==> config.mk <==
export PLATFORM = sky130hd
export DESIGN_NAME = cel_tag_alloc
export DESIGN_NICKNAME = d
export VERILOG_FILES = /design/src/rtl/clip_edit_list_engine_assert.svh /design/src/rtl/cel_pkg.sv /design/src/rtl/cel_tag_alloc.sv
export SDC_FILE = /design/constraint.sdc
export NUM_CORES = 1
export LEC_CHECK = 0
export BUFFER_PORTS_ARGS = -buffer_cell sky130_fd_sc_hd__buf_2
export CORE_ASPECT_RATIO = 0.7
export CORE_UTILIZATION = 40
export CTS_CLUSTER_DIAMETER = 40
export CTS_CLUSTER_SIZE = 30
export DETAILED_ROUTE_END_ITERATION = 8
export PLACE_DENSITY = 0.62
export SLEW_MARGIN = 20
export SYNTH_ARGS = -nofsm -noshare
export SYNTH_HDL_FRONTEND = slang
export SYNTH_SLANG_ARGS = --single-unit
==> constraint.sdc <==
create_clock -name clk -period 3.5 [get_ports clk]
set_clock_uncertainty 0.15 [all_clocks]
set_input_delay 0.7 -clock clk [delete_from_list [all_inputs] [get_ports clk]]
set_output_delay 0.7 -clock clk [all_outputs]
set_load 0.02 [all_outputs]
==> src/rtl/clip_edit_list_engine_assert.svh <==
// ----------------------------------------------------------------------------
// Clip edit list engine assertion macros
// Concurrent checks on the engine clock, disabled while reset is low.
// ----------------------------------------------------------------------------
`ifndef CLIP_EDIT_LIST_ENGINE_ASSERT_SVH
`define CLIP_EDIT_LIST_ENGINE_ASSERT_SVH
`ifndef SYNTHESIS
`define CEL_ASSERT_ALWAYS(lbl, expr) \
  lbl: assert property (@(posedge clk) disable iff (!rst_n) (expr)) \
    else $error("clip edit list engine check failed");
`define CEL_ASSERT_NEXT(lbl, pre, post) \
  lbl: assert property (@(posedge clk) disable iff (!rst_n) (pre) |=> (post)) \
    else $error("clip edit list engine check failed");
`else
`define CEL_ASSERT_ALWAYS(lbl, expr)
`define CEL_ASSERT_NEXT(lbl, pre, post)
`endif
`endif

==> src/rtl/cel_pkg.sv <==
// ----------------------------------------------------------------------------
// cel_pkg
// Shared types, command codes and defaults of the clip edit list engine.
// ----------------------------------------------------------------------------
package cel_pkg;

  localparam int TAG_W = 16;
  localparam int MS_W  = 32;

  localparam int          DEF_MAX_CLIPS     = 32;
  localparam logic [31:0] DEF_MAX_SOURCE_MS = 32'hFFFF_FFFF;

  localparam logic [2:0] FUNC_QUERY  = 3'd0;
  localparam logic [2:0] FUNC_INSERT = 3'd1;
  localparam logic [2:0] FUNC_REMOVE = 3'd2;
  localparam logic [2:0] FUNC_MOVE   = 3'd3;
  localparam logic [2:0] FUNC_SPLIT  = 3'd4;
  localparam logic [2:0] FUNC_TRIM   = 3'd5;

  localparam logic REG_TIMELINE_LIMIT   = 1'b0;
  localparam logic REG_SOURCE_DURATION  = 1'b1;

  localparam logic [31:0] RST_TIMELINE_LIMIT  = 32'hFFFF_FFFF;
  localparam logic [31:0] RST_SOURCE_DURATION = 32'h0000_0000;

  typedef struct packed {
    logic [MS_W-1:0]  start;
    logic [MS_W-1:0]  src_in;
    logic [MS_W-1:0]  src_out;
    logic [TAG_W-1:0] tag;
  } clip_t;

  typedef struct packed {
    logic [MS_W-1:0] timeline_limit;
    logic [MS_W-1:0] source_duration;
  } cfg_t;

  typedef struct packed {
    logic             start;
    logic             mark;
    logic             search;
    logic [TAG_W-1:0] from;
    logic [TAG_W-1:0] extra;
    logic [TAG_W-1:0] tag;
  } alloc_req_t;

  typedef struct packed {
    logic             done;
    logic [TAG_W-1:0] tag;
  } alloc_rsp_t;

endpackage

==> src/rtl/cel_tag_alloc.sv <==
// ----------------------------------------------------------------------------
// cel_tag_alloc
// Fresh tag search: marks tags in use during a table scan, then walks
// candidates upward from the start tag one per cycle.
// ----------------------------------------------------------------------------
module cel_tag_alloc #(
  parameter int MAX_CLIPS = 32
) (
  input  logic                clk,
  input  logic                rst_n,
  input  cel_pkg::alloc_req_t req,
  output cel_pkg::alloc_rsp_t rsp
);
  import cel_pkg::*;

  localparam int K  = MAX_CLIPS + 3;
  localparam int MW = $clog2(K);
  localparam int DW = $clog2(K + 1);

  logic [K-1:0]     mask_r;
  logic [DW-1:0]    d_r;
  logic [TAG_W-1:0] from_r;
  logic [TAG_W-1:0] extra_r;
  logic [TAG_W-1:0] offs;
  logic [TAG_W-1:0] cand;
  logic             free;

  assign offs = req.tag - from_r;
  assign cand = from_r + {{(TAG_W-DW){1'b0}}, d_r};
  assign free = (d_r == DW'(K)) ||
                ((cand != '0) && (cand != extra_r) && !mask_r[0]);

  always_ff @(posedge clk) begin
    if (!rst_n) begin
      mask_r  <= '0;
      d_r     <= '0;
      from_r  <= '0;
      extra_r <= '0;
    end else if (req.start) begin
      mask_r  <= '0;
      d_r     <= '0;
      from_r  <= req.from;
      extra_r <= req.extra;
    end else if (req.mark) begin
      if (offs < TAG_W'(K)) begin
        mask_r[offs[MW-1:0]] <= 1'b1;
      end
    end else if (req.search && !free) begin
      mask_r <= mask_r >> 1;
      d_r    <= d_r + 1'b1;
    end
  end

  assign rsp.done = req.search && free;
  assign rsp.tag  = cand;

endmodule

# Word-level counts from Yosys, hierarchy flattened
# Index checks and enable logic that the tools add are counted.
# word_totals
romBits	0
wordCells	34
input_bits	53
mem_count	0
out_inout_bits	17
register_bits	73
latchBits	0
mem_bits_rw	0
# classes
bitwise	3
add_sub_neg	3
shifts	0
n_div	0
mux	5
n_eq_ne	3
mul	0
n_lt_le_gt_ge	3
reduce_logical	13
# op_table
cell	n
$mux W35	3
$or A35 B35 Y35	1
$add A16 B6 Y16	1
$lt A16 B6 Y1 const B	1
$ne A16 B16 Y1	1
$reduce_bool A16 Y1	1
$sub A16 B16 Y16	1
$lt A6 B7 Y1 const B	1
$add A6 B1 Y6 const B	1
$demux W1 S6	1
$eq A6 B6 Y1 const B	1
$ge A6 B1 Y1 const B	1
$logic_and A1 B1 Y1	5
$reduce_and A2 Y1	2
$logic_not A1 Y1	2
$ne A2 B1 Y1 const B	1
$not A1 Y1	2
$reduce_bool A2 Y1	1
$reduce_or A2 Y1	1
$logic_or A1 B1 Y1	1
$mux W1	1

# Logic depth before layout (Yosys ltp)
# logic_depth
ltp_word	9
ltp_mapped	14
mapped_depth_nobuf	12

# Worst setup path before layout
# OpenSTA, ideal clock, no wires.
# synth_path
path_kind	register to output
start	register d_r[0]
end	output rsp[16] in the netlist's numbering
required_time_ns	2.650
slack_ns	-0.352
n_path_buf	0
path_stages_with_launch	11
arrival_ns	3.002
cell_sequence	dfxtp_1 > ha_1 > inv_1 > fa_1 > nand2b_1 > a211o_1 > a21o_1 > xnor2_1 > nand4b_1 > o21ai_0 > a311oi_1
# synth_lines
element	line	text
from (decl)	cel_tag_alloc.sv:21	logic [DW-1:0] d_r;
from (signal assigned)	cel_tag_alloc.sv:50	d_r <= d_r + 1'b1;
to (decl)	cel_tag_alloc.sv:12	output cel_pkg::alloc_rsp_t rsp

==> results.toml <==
[setup_path]
crit_fanout = 3
endpoint_kind = "output port"
worstPathRequired_ns = 2.65
crit_type = "reg2out"
worstPathArrival_ns = 2.99
start_kind = "register"

[die]
rows = 34
start_util_pct = 42.0
fp.dieW_um = 140
core_mm2 = 0.0127
die_area_mm2 = 0.0138
die_y_um = 98.7
ios = 70

[sta]
hold_violations = 0
layout_worst_path_cycle_share_pct = 110
rsz0062_at_grt = "yes"
max_freq_mhz = 260
relSlewSlack_pct = 56.4
slew_viol_final = 0
worst_slack_ns = -0.340
worst_pin_slew_ns = 0.654
period_needed_ns = 3.84
setup_violations = 42
fin_tns_setup_ns = -6.23

[yosys]
syn_inst = 664
ys_types = 68
synthFlopType = "dfxtp_1"
synth_area_leaders = "dfxtp_1, mux2i_1, ha_1"
async_reset_ff_share_pct = 0
syn_nets = 741
yosysWarnings = 0
synth-seq-cells = 73
synth_edf_count = 0
yosysTopAreaCellShare_pct = 27.4
yosysTopAreaCell = "dfxtp_1"
netlist_area_mm2 = 0.00534
avgSynthCellArea_um2 = 8.04
synth-seq-area-share_pct = 27.4

[detailed_routing]
finalWirelength_mm = 18.8
drt_iter0_markers = 419
top_layer = "met4"
postRouteAntennaNets = 0
drc = 0
wl_met3_mm = 1.35
drt_pass1_iterations = 5
vias = 5694
wire_per_inst_um = 19.2
vias_per_cell = 5.80
wl_met1_mm = 9.14
routed-wl-met2_mm = 8.02

[outcome]
violations = "negative setup slack"
status = "complete, but fails checks"

[clock_tree]
cts_max_level = 3
cts_buffers = 9
clk_pin_slew_ns = 0.06
cts_buffer_depth = 2
clk_latency_ns = 0.34
root_buffer = "clkbuf_16"
hold_buffers = 0
cts_sinks = 73
cts_tree = "built"

[place]
dpl_cell_area_mm2 = 0.00633
dpl.hpwl_mm = 12.3
gp_congestion = 0.909
portBuffers = 69

[finish]
antenna_cells = 0
fin_nets = 892
most-common-layout-cells = "buf_4, dfxtp_1, buf_2, inv_1, nand2_1"
final_layout_size_suffix_gt1_share_pct = 39.5
fin_area_mm2 = 0.00792
layout_commonest_cell = "buf_4"
final_core_util_pct = 62.3
syn2layout_area_growth_pct = 48.4

[power]
p_per_area_mw_per_mm2 = 329
ir_worst_vdd_mv = 0.284
p_leak_uw = 0.00308

[global_routing]
grt_max_degree = 40
grtUsageTotal_pct = 26.6
gr-total-overflow = 0
grt_pass1_vias = 5525
grt_pass1_wl_mm = 28.8
grt_antenna_before_repair = 0

[flow_run]
maxCapViolations = 0

[min_path]
hp-class = "reg2reg"
## synth_stat cells (all sizes together) (3+ instances only)
library cell,count
a31oi,4
a221oi,37
nor3,11
or4,3
nor4,5
nand2b,17
a21o,8
o2111ai,4
a2111oi,3
or3,4
a21oi,25
o211ai,3
buf,22
clkbuf,14
nor2,33
dfxtp,73
o21ai,66
nor3b,3
or2,3
mux2i,40
nand2,61
a211oi,11
and2,6
nand4,8
xor2,9
ha,22
nor2b,36
and3,5
inv,68
nand3,9
xnor2,21
## sequential cells by signal, indices dropped and copies added, names as in the netlist
register / flops
d_r: 6
from_r: 16
mask_r: 35
extra_r: 16
## power breakdown
part	internal (uW)	total [uW]	switching (uW)	leakage [uW]
combinational	311	708	397	0.00233
sequential	856	886	30.1	0.000597
clock	624	1010	389	0.000155
## path summary, 6_finish.rpt
kind,slack [ns],cells past startpoint,start,to
worst max-delay path,-0.34,12,d_r[0],rsp[16]
worst min-delay path,0.33,2,mask_r[30],mask_r[30]
worst max register to register,-0.28,16,d_r[0],d_r[5]
worst min register to register,0.33,2,mask_r[30],mask_r[30]
## kinds of logic after synthesis
logic type | count (synthesis) | share of synthesized area (%)
buf+inv | 104 | 8.43
flops | 73 | 27.4
simple gates | 209 | 20.4
mux | 41 | 7.71
fa+ha+maj | 24 | 5.90
compound gates | 182 | 24.9
xor+xnor | 31 | 5.34
## per-stage QoR
stage	setup slack (ns)	total power, uW	hold slack (ns)	cells
floorplan	0.00150	1290	0.295	664
global placement	-0.183	1480	0.305	929
detailed placement	-0.231	1490	0.317	929
CTS	-0.321	2560	0.322	978
global route	-0.440	2700	0.357	982
finish	-0.340	2610	0.335	982
## layout make-up
class / count / area, um^2
repair buffers: 176 / 1460
clock buffers: 9 / 225
well taps: 162 / 203
fillers: 1006 / 4800
multi-input cells: 487 / 4220
inverters: 68 / 255
clock inverters: 7 / 95.1
flip-flops and latches: 73 / 1470
## critical path, cell delays in order, from the launching register on
cell	delay, ns
dfxtp_2	0.33
ha_4	0.16
buf_4	0.12
buf_4	0.13
a211oi_2	0.32
or3_4	0.20
a211oi_1	0.11
a221oi_2	0.41
nand4_1	0.19
nor4_2	0.26
buf_4	0.17
a311oi_2	0.08
buf_4	0.18
## metal layers
metal / GRT usage (%) / vias to the layer above
met5: 0 / -
met4: 7.52 / 0
met3: 5.00 / 32
met2: 39.4 / 242
met1: 39.0 / 2740
li1: - / 2680
## repair_timing
item	CTS	global route
resized for setup	122	76
setup endpoints to repair	44	43
cloned	8	3
setup buffers	26	14
pin swaps	51	56
No activity file was read; power rests on OpenSTA's default activity.
