### src/rtl/clip_edit_list_engine_assert.svh
// ----------------------------------------------------------------------------
// Clip edit list engine assertion macros
// Concurrent checks on the engine clock, disabled while reset is low.
// ----------------------------------------------------------------------------
`ifndef CLIP_EDIT_LIST_ENGINE_ASSERT_SVH
`define CLIP_EDIT_LIST_ENGINE_ASSERT_SVH
`ifndef SYNTHESIS
`define CEL_ASSERT_ALWAYS(lbl, expr) \
  lbl: assert property (@(posedge clk) disable iff (!rst_n) (expr)) \
    else $error("clip edit list engine check failed");
`define CEL_ASSERT_NEXT(lbl, pre, post) \
  lbl: assert property (@(posedge clk) disable iff (!rst_n) (pre) |=> (post)) \
    else $error("clip edit list engine check failed");
`else
`define CEL_ASSERT_ALWAYS(lbl, expr)
`define CEL_ASSERT_NEXT(lbl, pre, post)
`endif
`endif

### src/rtl/cel_pkg.sv
// ----------------------------------------------------------------------------
// cel_pkg
// Shared types, command codes and defaults of the clip edit list engine.
// ----------------------------------------------------------------------------
package cel_pkg;

  localparam int TAG_W = 16;
  localparam int MS_W  = 32;

  localparam int          DEF_MAX_CLIPS     = 32;
  localparam logic [31:0] DEF_MAX_SOURCE_MS = 32'hFFFF_FFFF;

  localparam logic [2:0] FUNC_QUERY  = 3'd0;
  localparam logic [2:0] FUNC_INSERT = 3'd1;
  localparam logic [2:0] FUNC_REMOVE = 3'd2;
  localparam logic [2:0] FUNC_MOVE   = 3'd3;
  localparam logic [2:0] FUNC_SPLIT  = 3'd4;
  localparam logic [2:0] FUNC_TRIM   = 3'd5;

  localparam logic REG_TIMELINE_LIMIT   = 1'b0;
  localparam logic REG_SOURCE_DURATION  = 1'b1;

  localparam logic [31:0] RST_TIMELINE_LIMIT  = 32'hFFFF_FFFF;
  localparam logic [31:0] RST_SOURCE_DURATION = 32'h0000_0000;

  typedef struct packed {
    logic [MS_W-1:0]  start;
    logic [MS_W-1:0]  src_in;
    logic [MS_W-1:0]  src_out;
    logic [TAG_W-1:0] tag;
  } clip_t;

  typedef struct packed {
    logic [MS_W-1:0] timeline_limit;
    logic [MS_W-1:0] source_duration;
  } cfg_t;

  typedef struct packed {
    logic             start;
    logic             mark;
    logic             search;
    logic [TAG_W-1:0] from;
    logic [TAG_W-1:0] extra;
    logic [TAG_W-1:0] tag;
  } alloc_req_t;

  typedef struct packed {
    logic             done;
    logic [TAG_W-1:0] tag;
  } alloc_rsp_t;

endpackage

### src/rtl/cel_cfg_regs.sv
// ----------------------------------------------------------------------------
// cel_cfg_regs
// APB register file: timeline limit and source duration.
// ----------------------------------------------------------------------------
module cel_cfg_regs (
  input  logic          clk,
  input  logic          rst_n,
  input  logic          psel,
  input  logic          penable,
  input  logic          pwrite,
  input  logic [2:0]    paddr,
  input  logic [31:0]   pwdata,
  output logic [31:0]   prdata,
  output logic          pready,
  output cel_pkg::cfg_t cfg
);
  import cel_pkg::*;

  logic [31:0] limit_r;
  logic [31:0] dur_r;
  logic        wr_en;

  assign wr_en  = psel && penable && pwrite;
  assign pready = 1'b1;

  always_ff @(posedge clk) begin
    if (!rst_n) begin
      limit_r <= RST_TIMELINE_LIMIT;
      dur_r   <= RST_SOURCE_DURATION;
    end else if (wr_en) begin
      case (paddr[2])
        REG_TIMELINE_LIMIT:  limit_r <= pwdata;
        REG_SOURCE_DURATION: dur_r   <= pwdata;
        default: ;
      endcase
    end
  end

  always_comb begin
    case (paddr[2])
      REG_TIMELINE_LIMIT:  prdata = limit_r;
      REG_SOURCE_DURATION: prdata = dur_r;
      default:             prdata = '0;
    endcase
  end

  assign cfg.timeline_limit  = limit_r;
  assign cfg.source_duration = dur_r;

endmodule

### config.mk
export PLATFORM = sky130hd
export DESIGN_NAME = cel_cfg_regs
export DESIGN_NICKNAME = d
export VERILOG_FILES = /design/src/rtl/clip_edit_list_engine_assert.svh /design/src/rtl/cel_pkg.sv /design/src/rtl/cel_cfg_regs.sv
export SDC_FILE = /design/constraint.sdc
export NUM_CORES = 1
export LEC_CHECK = 0
export BUFFER_PORTS_ARGS = -buffer_cell sky130_fd_sc_hd__buf_4
export CAP_MARGIN = 30
export CORE_ASPECT_RATIO = 1.5
export CORE_MARGIN = 2
export CORE_UTILIZATION = 43
export DETAILED_ROUTE_END_ITERATION = 8
export PLACE_DENSITY = 0.74
export SYNTH_ARGS = -nofsm -noshare
export SYNTH_HDL_FRONTEND = slang
export SYNTH_SLANG_ARGS = --single-unit
### constraint.sdc
create_clock -name clk -period 1.2 [get_ports clk]
set_input_delay 0 -clock clk [delete_from_list [all_inputs] [get_ports clk]]
set_output_delay 0 -clock clk [all_outputs]
set_load 0.05 [all_outputs]
# Word-level counts from Yosys, hierarchy flattened
# Cells that the tools add are included.
# W data, S select, Z words.
[word_totals] out_inout_bits=97 regBits=64 wordCells=8 input_bits=40
[classes] n_reduce_logical=4 n_mux=1 bitwise=1
[op_table] operator="$pmux W32 S2" n=1
[op_table] operator="$reduce_and A2 Y1" n=2
[op_table] operator="$logic_and A1 B1 Y1" n=2
[op_table] operator="$not A1 Y1" n=1

# Longest topological paths before layout
# Gate-level depths: netlist (run 1).
[logic_depth] depth_word=3 ltp_mapped=5

# Worst setup path after synthesis (run 1)
# Ideal clock, no wire load.
[synth_timing] path_kind="register -> output" startpoint="register limit_r[0]" endpoint="output prdata[0]" path_stages_with_launch=2 t_arrival_ns=1.049 slack_ns=0.151 path_buffers=0 cell_sequence="dfxtp_1 > mux2_2"
[synth_between] elab_chain_len=1
[synth_lines] element="start, declared" line="cel_cfg_regs.sv:19" rtl="logic [31:0] limit_r;"
[synth_lines] element="start signal, assigned" line="cel_cfg_regs.sv:32" rtl="REG_TIMELINE_LIMIT: limit_r <= pwdata;"
[synth_lines] element="$pmux W32 S2" line="cel_cfg_regs.sv:40" rtl="case (paddr[2])"
[synth_lines] element="end, declared" line="cel_cfg_regs.sv:13" rtl="output logic [31:0] prdata,"
# No other way between the ends.

# Worst setup path after layout (run 1)
[layout_timing] startpoint="register limit_r[18]" endpoint="output prdata[18]"
# The elaborated chain is that of the path after synthesis.

==> results of run 1 <==
## stage by stage
stage | hold WS (ns) | setup WS [ns] | total power, W
after global placement | 0.265 | 0.189 | 0.00337
after CTS | 0.0163 | 0.0591 | 0.00518
after floorplan | 0.142 | 0.151 | 0.00303
after global routing | 0.0278 | 0.0198 | 0.00533
after detailed placement | 0.273 | 0.170 | 0.00339
final | 0.0328 | 0.0711 | 0.00512
## worst register-to-register path: cells and delay by family, from the launching register on
| kind | cells | cell delay [ns] |
|---|---|---|
| simple gates | 1 | 0.06 |
| flops | 1 | 0.37 |
| mux | 1 | 0.14 |
## power breakdown
part           switching (W)  leakage, nW  internal (W)
logic               0.000714         1.31      0.000497
registers          0.0000376        0.519       0.00217
clock network       0.000755       0.0935      0.000942
total                0.00151         1.92       0.00361
## registers in the layout, summed over array words and instances, names as in the netlist
register / count
limit_r: 32
dur_r: 32
## synthesized netlist by cell type, drive strengths merged
master | count | area share
dfxtp | 64 | 0.41
mux2i | 64 | 0.20
nand2 | 64 | 0.077
nor2b | 64 | 0.13
mux2 | 32 | 0.12
buf | 17 | 0.048
clkbuf | 10 | 0.012
and4 | 1 | 0.0028
and4b | 1 | 0.0032
conb | 1 | 0.0012
## worst max-delay path by stage
stage | start | to | slack, ns | depth (start not counted)
2_1_floorplan | limit_r[0]$_SDFFE_PN1P_ | prdata[0] | 0.15 | 1
3_3_place_gp | paddr[2] | prdata[27] | 0.19 | 4
3_5_place_dp | paddr[2] | limit_r[8]$_SDFFE_PN1P_ | 0.17 | 4
4_1_cts | limit_r[18]$_SDFFE_PN1P_ | prdata[18] | 0.06 | 2
5_1_grt | dur_r[27]$_SDFFE_PN0P_ | prdata[27] | 0.02 | 2
6_report | limit_r[18]$_SDFFE_PN1P_ | prdata[18] | 0.07 | 2
## cell type report
type,count,area share
Timing Repair Buffer,173,0.311
Sequential cell,64,0.274
Clock buffer,13,0.0382
Tap cell,80,0.0214
Multi-Input combinational cell,227,0.356
## metal layers
layer / global-route usage / vias to the layer above / wire (µm)
met5: 0 / - / 0
met4: 0.100 / 0 / 246
met3: 0.0438 / 20 / 353
met2: 0.323 / 85 / 4000
met1: 0.213 / 1252 / 3050
li1: - / 1346 / -
## cells by family (layout without fill, tap and decap cells)
group         after synthesis  in the layout  share of synthesized area
flops                      64             64                      0.409
other cells                 1              1                    0.00120
simple gates              130            130                      0.211
buf+inv                    27            186                     0.0595
mux                        96             96                      0.320
## repair_timing
action	4_1_cts	5_1_grt
hold buffers	32	0
hold endpoints to repair	64	0
endpoints found under the setup margin	0	0
## placed cells by master, fill, tap and decap left out
| master | n |
|---|---|
| sky130_fd_sc_hd__dfxtp_1 | 64 |
| sky130_fd_sc_hd__and4b_2 | 1 |
| sky130_fd_sc_hd__nand2_1 | 64 |
| sky130_fd_sc_hd__and4_2 | 1 |
| sky130_fd_sc_hd__dlygate4sd3_1 | 32 |
| sky130_fd_sc_hd__clkbuf_8 | 13 |
| sky130_fd_sc_hd__mux2i_1 | 64 |
| sky130_fd_sc_hd__buf_12 | 6 |
| sky130_fd_sc_hd__buf_4 | 135 |
| sky130_fd_sc_hd__mux2_2 | 32 |
| sky130_fd_sc_hd__conb_1 | 1 |
| sky130_fd_sc_hd__nor2b_1 | 64 |
==> flow_metrics.env, run 1 <==
export IMPL_number_of_unique_standard_cell_types_used_by_synthesis=13
export IMPL_grt_use_total=0.189
export IMPL_timing_critical_path_required_ns=1.20
export IMPL_finalNonFillerCells=557
export IMPL_timing_hold_worst_start="rst_n"
export IMPL_reg2reg_from="limit_r[15]$_SDFFE_PN1P_"
export IMPL_clock_sink_count=64
export IMPL_cp_data_arrival_time_ns=1.13
export IMPL_maxClockFrequency_ghz=0.886
export IMPL_synth_cells=318
export IMPL_first_global_vias=2536
export IMPL_vias=2703
export IMPL_synthToLayoutAreaGrowth_pct=49.5
export IMPL_worst_ir_drop_vdd_v=0.000676
export IMPL_tritoncts_num_buffers=9
export IMPL_antenna_diode_count=0
export IMPL_place_area_um2=4180
export IMPL_rsz0062_at_grt="no"
export IMPL_mappedNetlistNets=358
export IMPL_finalSetupViolCount=0
export IMPL_power_per_cell_area_nw_per_um2=1090
export IMPL_detail_route_wl_per_cell_um=13.7
export IMPL_grt_first_pass_wirelength_um=11700
export IMPL_clkSlewWorstSetupHoldPaths_ns=0.07
export IMPL_ctsRootBufferMaster="sky130_fd_sc_hd__clkbuf_8"
export IMPL_final_setup_skew_ns=0
export IMPL_detailedPlacementHpwl_um=5310
export IMPL_final_hold_viol_count=0
export IMPL_worstSetupStartpointType="register"
export IMPL_layout_area_seq_um2=1280
export IMPL_design_area_um2=4680
export IMPL_multiInputGateArea_um2=1670
export IMPL_reg2reg_setup_slack_ns=0.56
export IMPL_timing_critical_path_fanout_max=3
export IMPL_synth_yosys_seq_area_share=0.409
export IMPL_avgSynthCellArea_um2=9.85
export IMPL_static_leakage_power_nw=1.92
export IMPL_drt_pre_antenna_iters=4
export IMPL_final_core_util=0.656
export IMPL_postCtsSetupRepairBufs=0
export IMPL_critical_path_cell_chain="mux2_2 > buf_4"
export IMPL_avgViaCountPerCell=4.85
export IMPL_max_clock_path_buffers=2
export IMPL_regToRegEndpoint="limit_r[15]$_SDFFE_PN1P_"
export IMPL_hold_path_endpoint="dur_r[14]$_SDFFE_PN0P_"
export IMPL_core_area_um2=7130
export IMPL_hold_depth=3
export IMPL_port_buffers=133
export IMPL_path_class="reg2out"
export IMPL_worst_path_dominant_cell_family="flip-flops"
export IMPL_place_gp_congestion=0.795
export IMPL_placedCellCount=512
export IMPL_filler_cell_count=591
export IMPL_detailedRoute_firstIterationViolations=108
export IMPL_grt_antenna_before_repair=0
export IMPL_route_final_wire_length_um=7650
export IMPL_grt_start_max_net_pins=59
export IMPL_layout_drive_gt1_share=0.394
export IMPL_worst_r2r_cell_count=2
export IMPL_slowest_stage="sky130_fd_sc_hd__dfxtp_1"
export IMPL_post_synth_instance_area_um2=3130
export IMPL_final_net_count=515
export IMPL_yosysWarnings=0
export IMPL_drc_errors=0
export IMPL_die_area_um2=8000
export IMPL_tritoncts="yes"
export IMPL_antenna_violating_nets_post_route=0
export IMPL_hp_class="in2reg"
export IMPL_post_route_period_util=0.941
export IMPL_clk_insertion_delay_late_ns=0.33
export IMPL_rows=38
export IMPL_die_width_um=73.7
export IMPL_h_tree_depth=3
export IMPL_crit_path_end_kind="primary output"
export IMPL_drv_cap=0
export IMPL_setup_total_negative_slack_ns=0
export IMPL_ys_seq_elements=64
export IMPL_timing_final_max_slew_violations=0
export IMPL_status="completed"
export IMPL_period_minus_slack_ns=1.13
export IMPL_global_route_overflow_total=0
export IMPL_critPathMaxStageDelay_ns=0.34
export IMPL_worstPathBufferInverterCount=1
export IMPL_io_pins=137
export IMPL_die_height_um=109
export IMPL_initial_core_util=0.439
export IMPL_cts_resized=0
No activity file was read; power rests on OpenSTA's default activity.
==> run 2, diff against run 1 <==
Settings changed: CORE_UTILIZATION 43 to 51, PLACE_DENSITY 0.74 to 0.85, RECOVER_POWER set to 100.
==> flow_metrics.env, run 2 (synthesis results as in run 1) <==
export IMPL_max_clock_path_buffers=2
export IMPL_worst_r2r_cell_count=2
export IMPL_cp_startpoint="dur_r[4]$_SDFFE_PN0P_"
export IMPL_tritoncts="yes"
export IMPL_worstSetupStartpointType="register"
export IMPL_h_tree_depth=3
export IMPL_layout_drive_gt1_share=0.383
export IMPL_detailedRoute_firstIterationViolations=73
export IMPL_final_core_util=0.747
export IMPL_endpoint="prdata[4]"
export IMPL_reg2reg_from="limit_r[16]$_SDFFE_PN1P_"
export IMPL_drv_cap=0
export IMPL_setup_total_negative_slack_ns=0
export IMPL_timing_final_ws_setup_ns=0.0504
export IMPL_detail_route_wl_per_cell_um=13.9
export IMPL_avgViaCountPerCell=4.93
export IMPL_first_global_vias=2629
export IMPL_timing_final_max_slew_violations=0
export IMPL_reg2reg_setup_slack_ns=0.51
export IMPL_route_final_wire_length_um=7680
export IMPL_grt_first_pass_wirelength_um=12100
export IMPL_finalSetupViolCount=0
export IMPL_crit_path_end_kind="primary output"
export IMPL_power_per_cell_area_nw_per_um2=1200
export IMPL_drc_errors=0
export IMPL_drt_pre_antenna_iters=4
export IMPL_timing_critical_path_required_ns=1.20
export IMPL_path_class="reg2out"
export IMPL_final_setup_skew_ns=0
export IMPL_grt_start_max_net_pins=57
export IMPL_port_buffers=133
export IMPL_placedCellCount=505
export IMPL_worst_ir_drop_vdd_v=0.00121
export IMPL_postCtsSetupRepairBufs=0
export IMPL_finalHoldWorstSlack_ns=0.0726
export IMPL_static_leakage_power_nw=1.86
export IMPL_hp_class="in2reg"
export IMPL_clk_insertion_delay_late_ns=0.33
export IMPL_period_minus_slack_ns=1.15
export IMPL_core_area_um2=6040
export IMPL_place_gp_congestion=0.731
export IMPL_filler_cell_count=478
export IMPL_antenna_violating_nets_post_route=0
export IMPL_grt_use_total=0.234
export IMPL_global_route_overflow_total=0
export IMPL_grt_antenna_before_repair=0
export IMPL_rsz0062_at_grt="no"
export IMPL_leading_cell_types_in_the_layout_fill_and_taps_excluded="sky130_fd_sc_hd__nor2b_1 (64), sky130_fd_sc_hd__mux2i_1 (64), sky130_fd_sc_hd__nand2_1 (64), sky130_fd_sc_hd__dfxtp_1 (64), sky130_fd_sc_hd__clkbuf_2 (64)"
export IMPL_biggestRegsByFlops="dur_r x32, limit_r x32"
export IMPL_die_area_um2=6800
export IMPL_ctsRootBufferMaster="sky130_fd_sc_hd__clkbuf_8"
export IMPL_detailedPlacementHpwl_um=5200
export IMPL_critPathMaxStageDelay_ns=0.34
export IMPL_cp_data_arrival_time_ns=1.15
export IMPL_vias=2719
export IMPL_final_net_count=514
export IMPL_maxClockFrequency_ghz=0.870
export IMPL_io_pins=137
export IMPL_die_height_um=100
export IMPL_status="completed"
export IMPL_clkSlewWorstSetupHoldPaths_ns=0.06
export IMPL_timing_critical_path_fanout_max=3
export IMPL_cts_resized=0
export IMPL_clock_sink_count=64
export IMPL_critical_path_cell_chain="mux2_2 > clkbuf_4"
export IMPL_die_width_um=68.0
export IMPL_pre_cts_ws_ns=0.241
export IMPL_slowest_stage="sky130_fd_sc_hd__dfxtp_1"
export IMPL_antenna_diode_count=0
export IMPL_post_route_period_util=0.958
export IMPL_tritoncts_num_buffers=9
export IMPL_synthToLayoutAreaGrowth_pct=44.2
export IMPL_hold_buffers=32
export IMPL_regToRegEndpoint="limit_r[16]$_SDFFE_PN1P_"
export IMPL_initial_core_util=0.518
export IMPL_finalNonFillerCells=552
export IMPL_rows=35
export IMPL_final_hold_viol_count=0
==> run 2: how the worst min path moves through the flow <==
stage	slack, ns	from	cells after the start	to
final	0.07	rst_n	3	dur_r[22]$_SDFFE_PN0P_
after global routing	0.09	rst_n	3	dur_r[22]$_SDFFE_PN0P_
after CTS	0.06	rst_n	3	dur_r[22]$_SDFFE_PN0P_
after floorplan	0.14	pwdata[11]	2	dur_r[11]$_SDFFE_PN0P_
after global placement	0.26	pwdata[31]	3	limit_r[31]$_SDFFE_PN1P_
after detailed placement	0.27	pwdata[7]	3	limit_r[7]$_SDFFE_PN1P_
==> run 2: cell type report <==
type	count	area, µm²	area share
Sequential cell	64	1280	0.284
Timing Repair Buffer	172	1250	0.278
Clock buffer	12	155	0.0344
Tap cell	74	92.6	0.0205
Clock inverter	3	65.1	0.0144
Multi-Input combinational cell	227	1670	0.369
==> run 2: stage by stage <==
step	total power [W]	instance area, µm²
floorplan	0.00303	3130
global placement	0.00336	4150
detailed placement	0.00338	4150
CTS	0.00550	4690
global route	0.00562	4520
finish	0.00541	4520
==> run 2: critical path, delay by kind of cell (launching register included) <==
family | cells | cell delay, ns
buffers and inverters | 1 | 0.21
multiplexers | 1 | 0.28
flip-flops | 1 | 0.34
==> run 2: routing by layer <==
layer	GRT usage	share of wire	vias up
met2	0.425	0.56	80
li1	-	-	1352
met3	0.0359	0.040	16
met1	0.255	0.37	1271
met5	0	0	-
met4	0.108	0.024	0
==> run 2: power by group <==
group	total, W	switching (W)	leakage, nW	internal [W]
sequential	0.00221	0.0000378	0.519	0.00217
clock	0.00204	0.000766	0.112	0.00127
combinational	0.00116	0.000715	1.23	0.000449
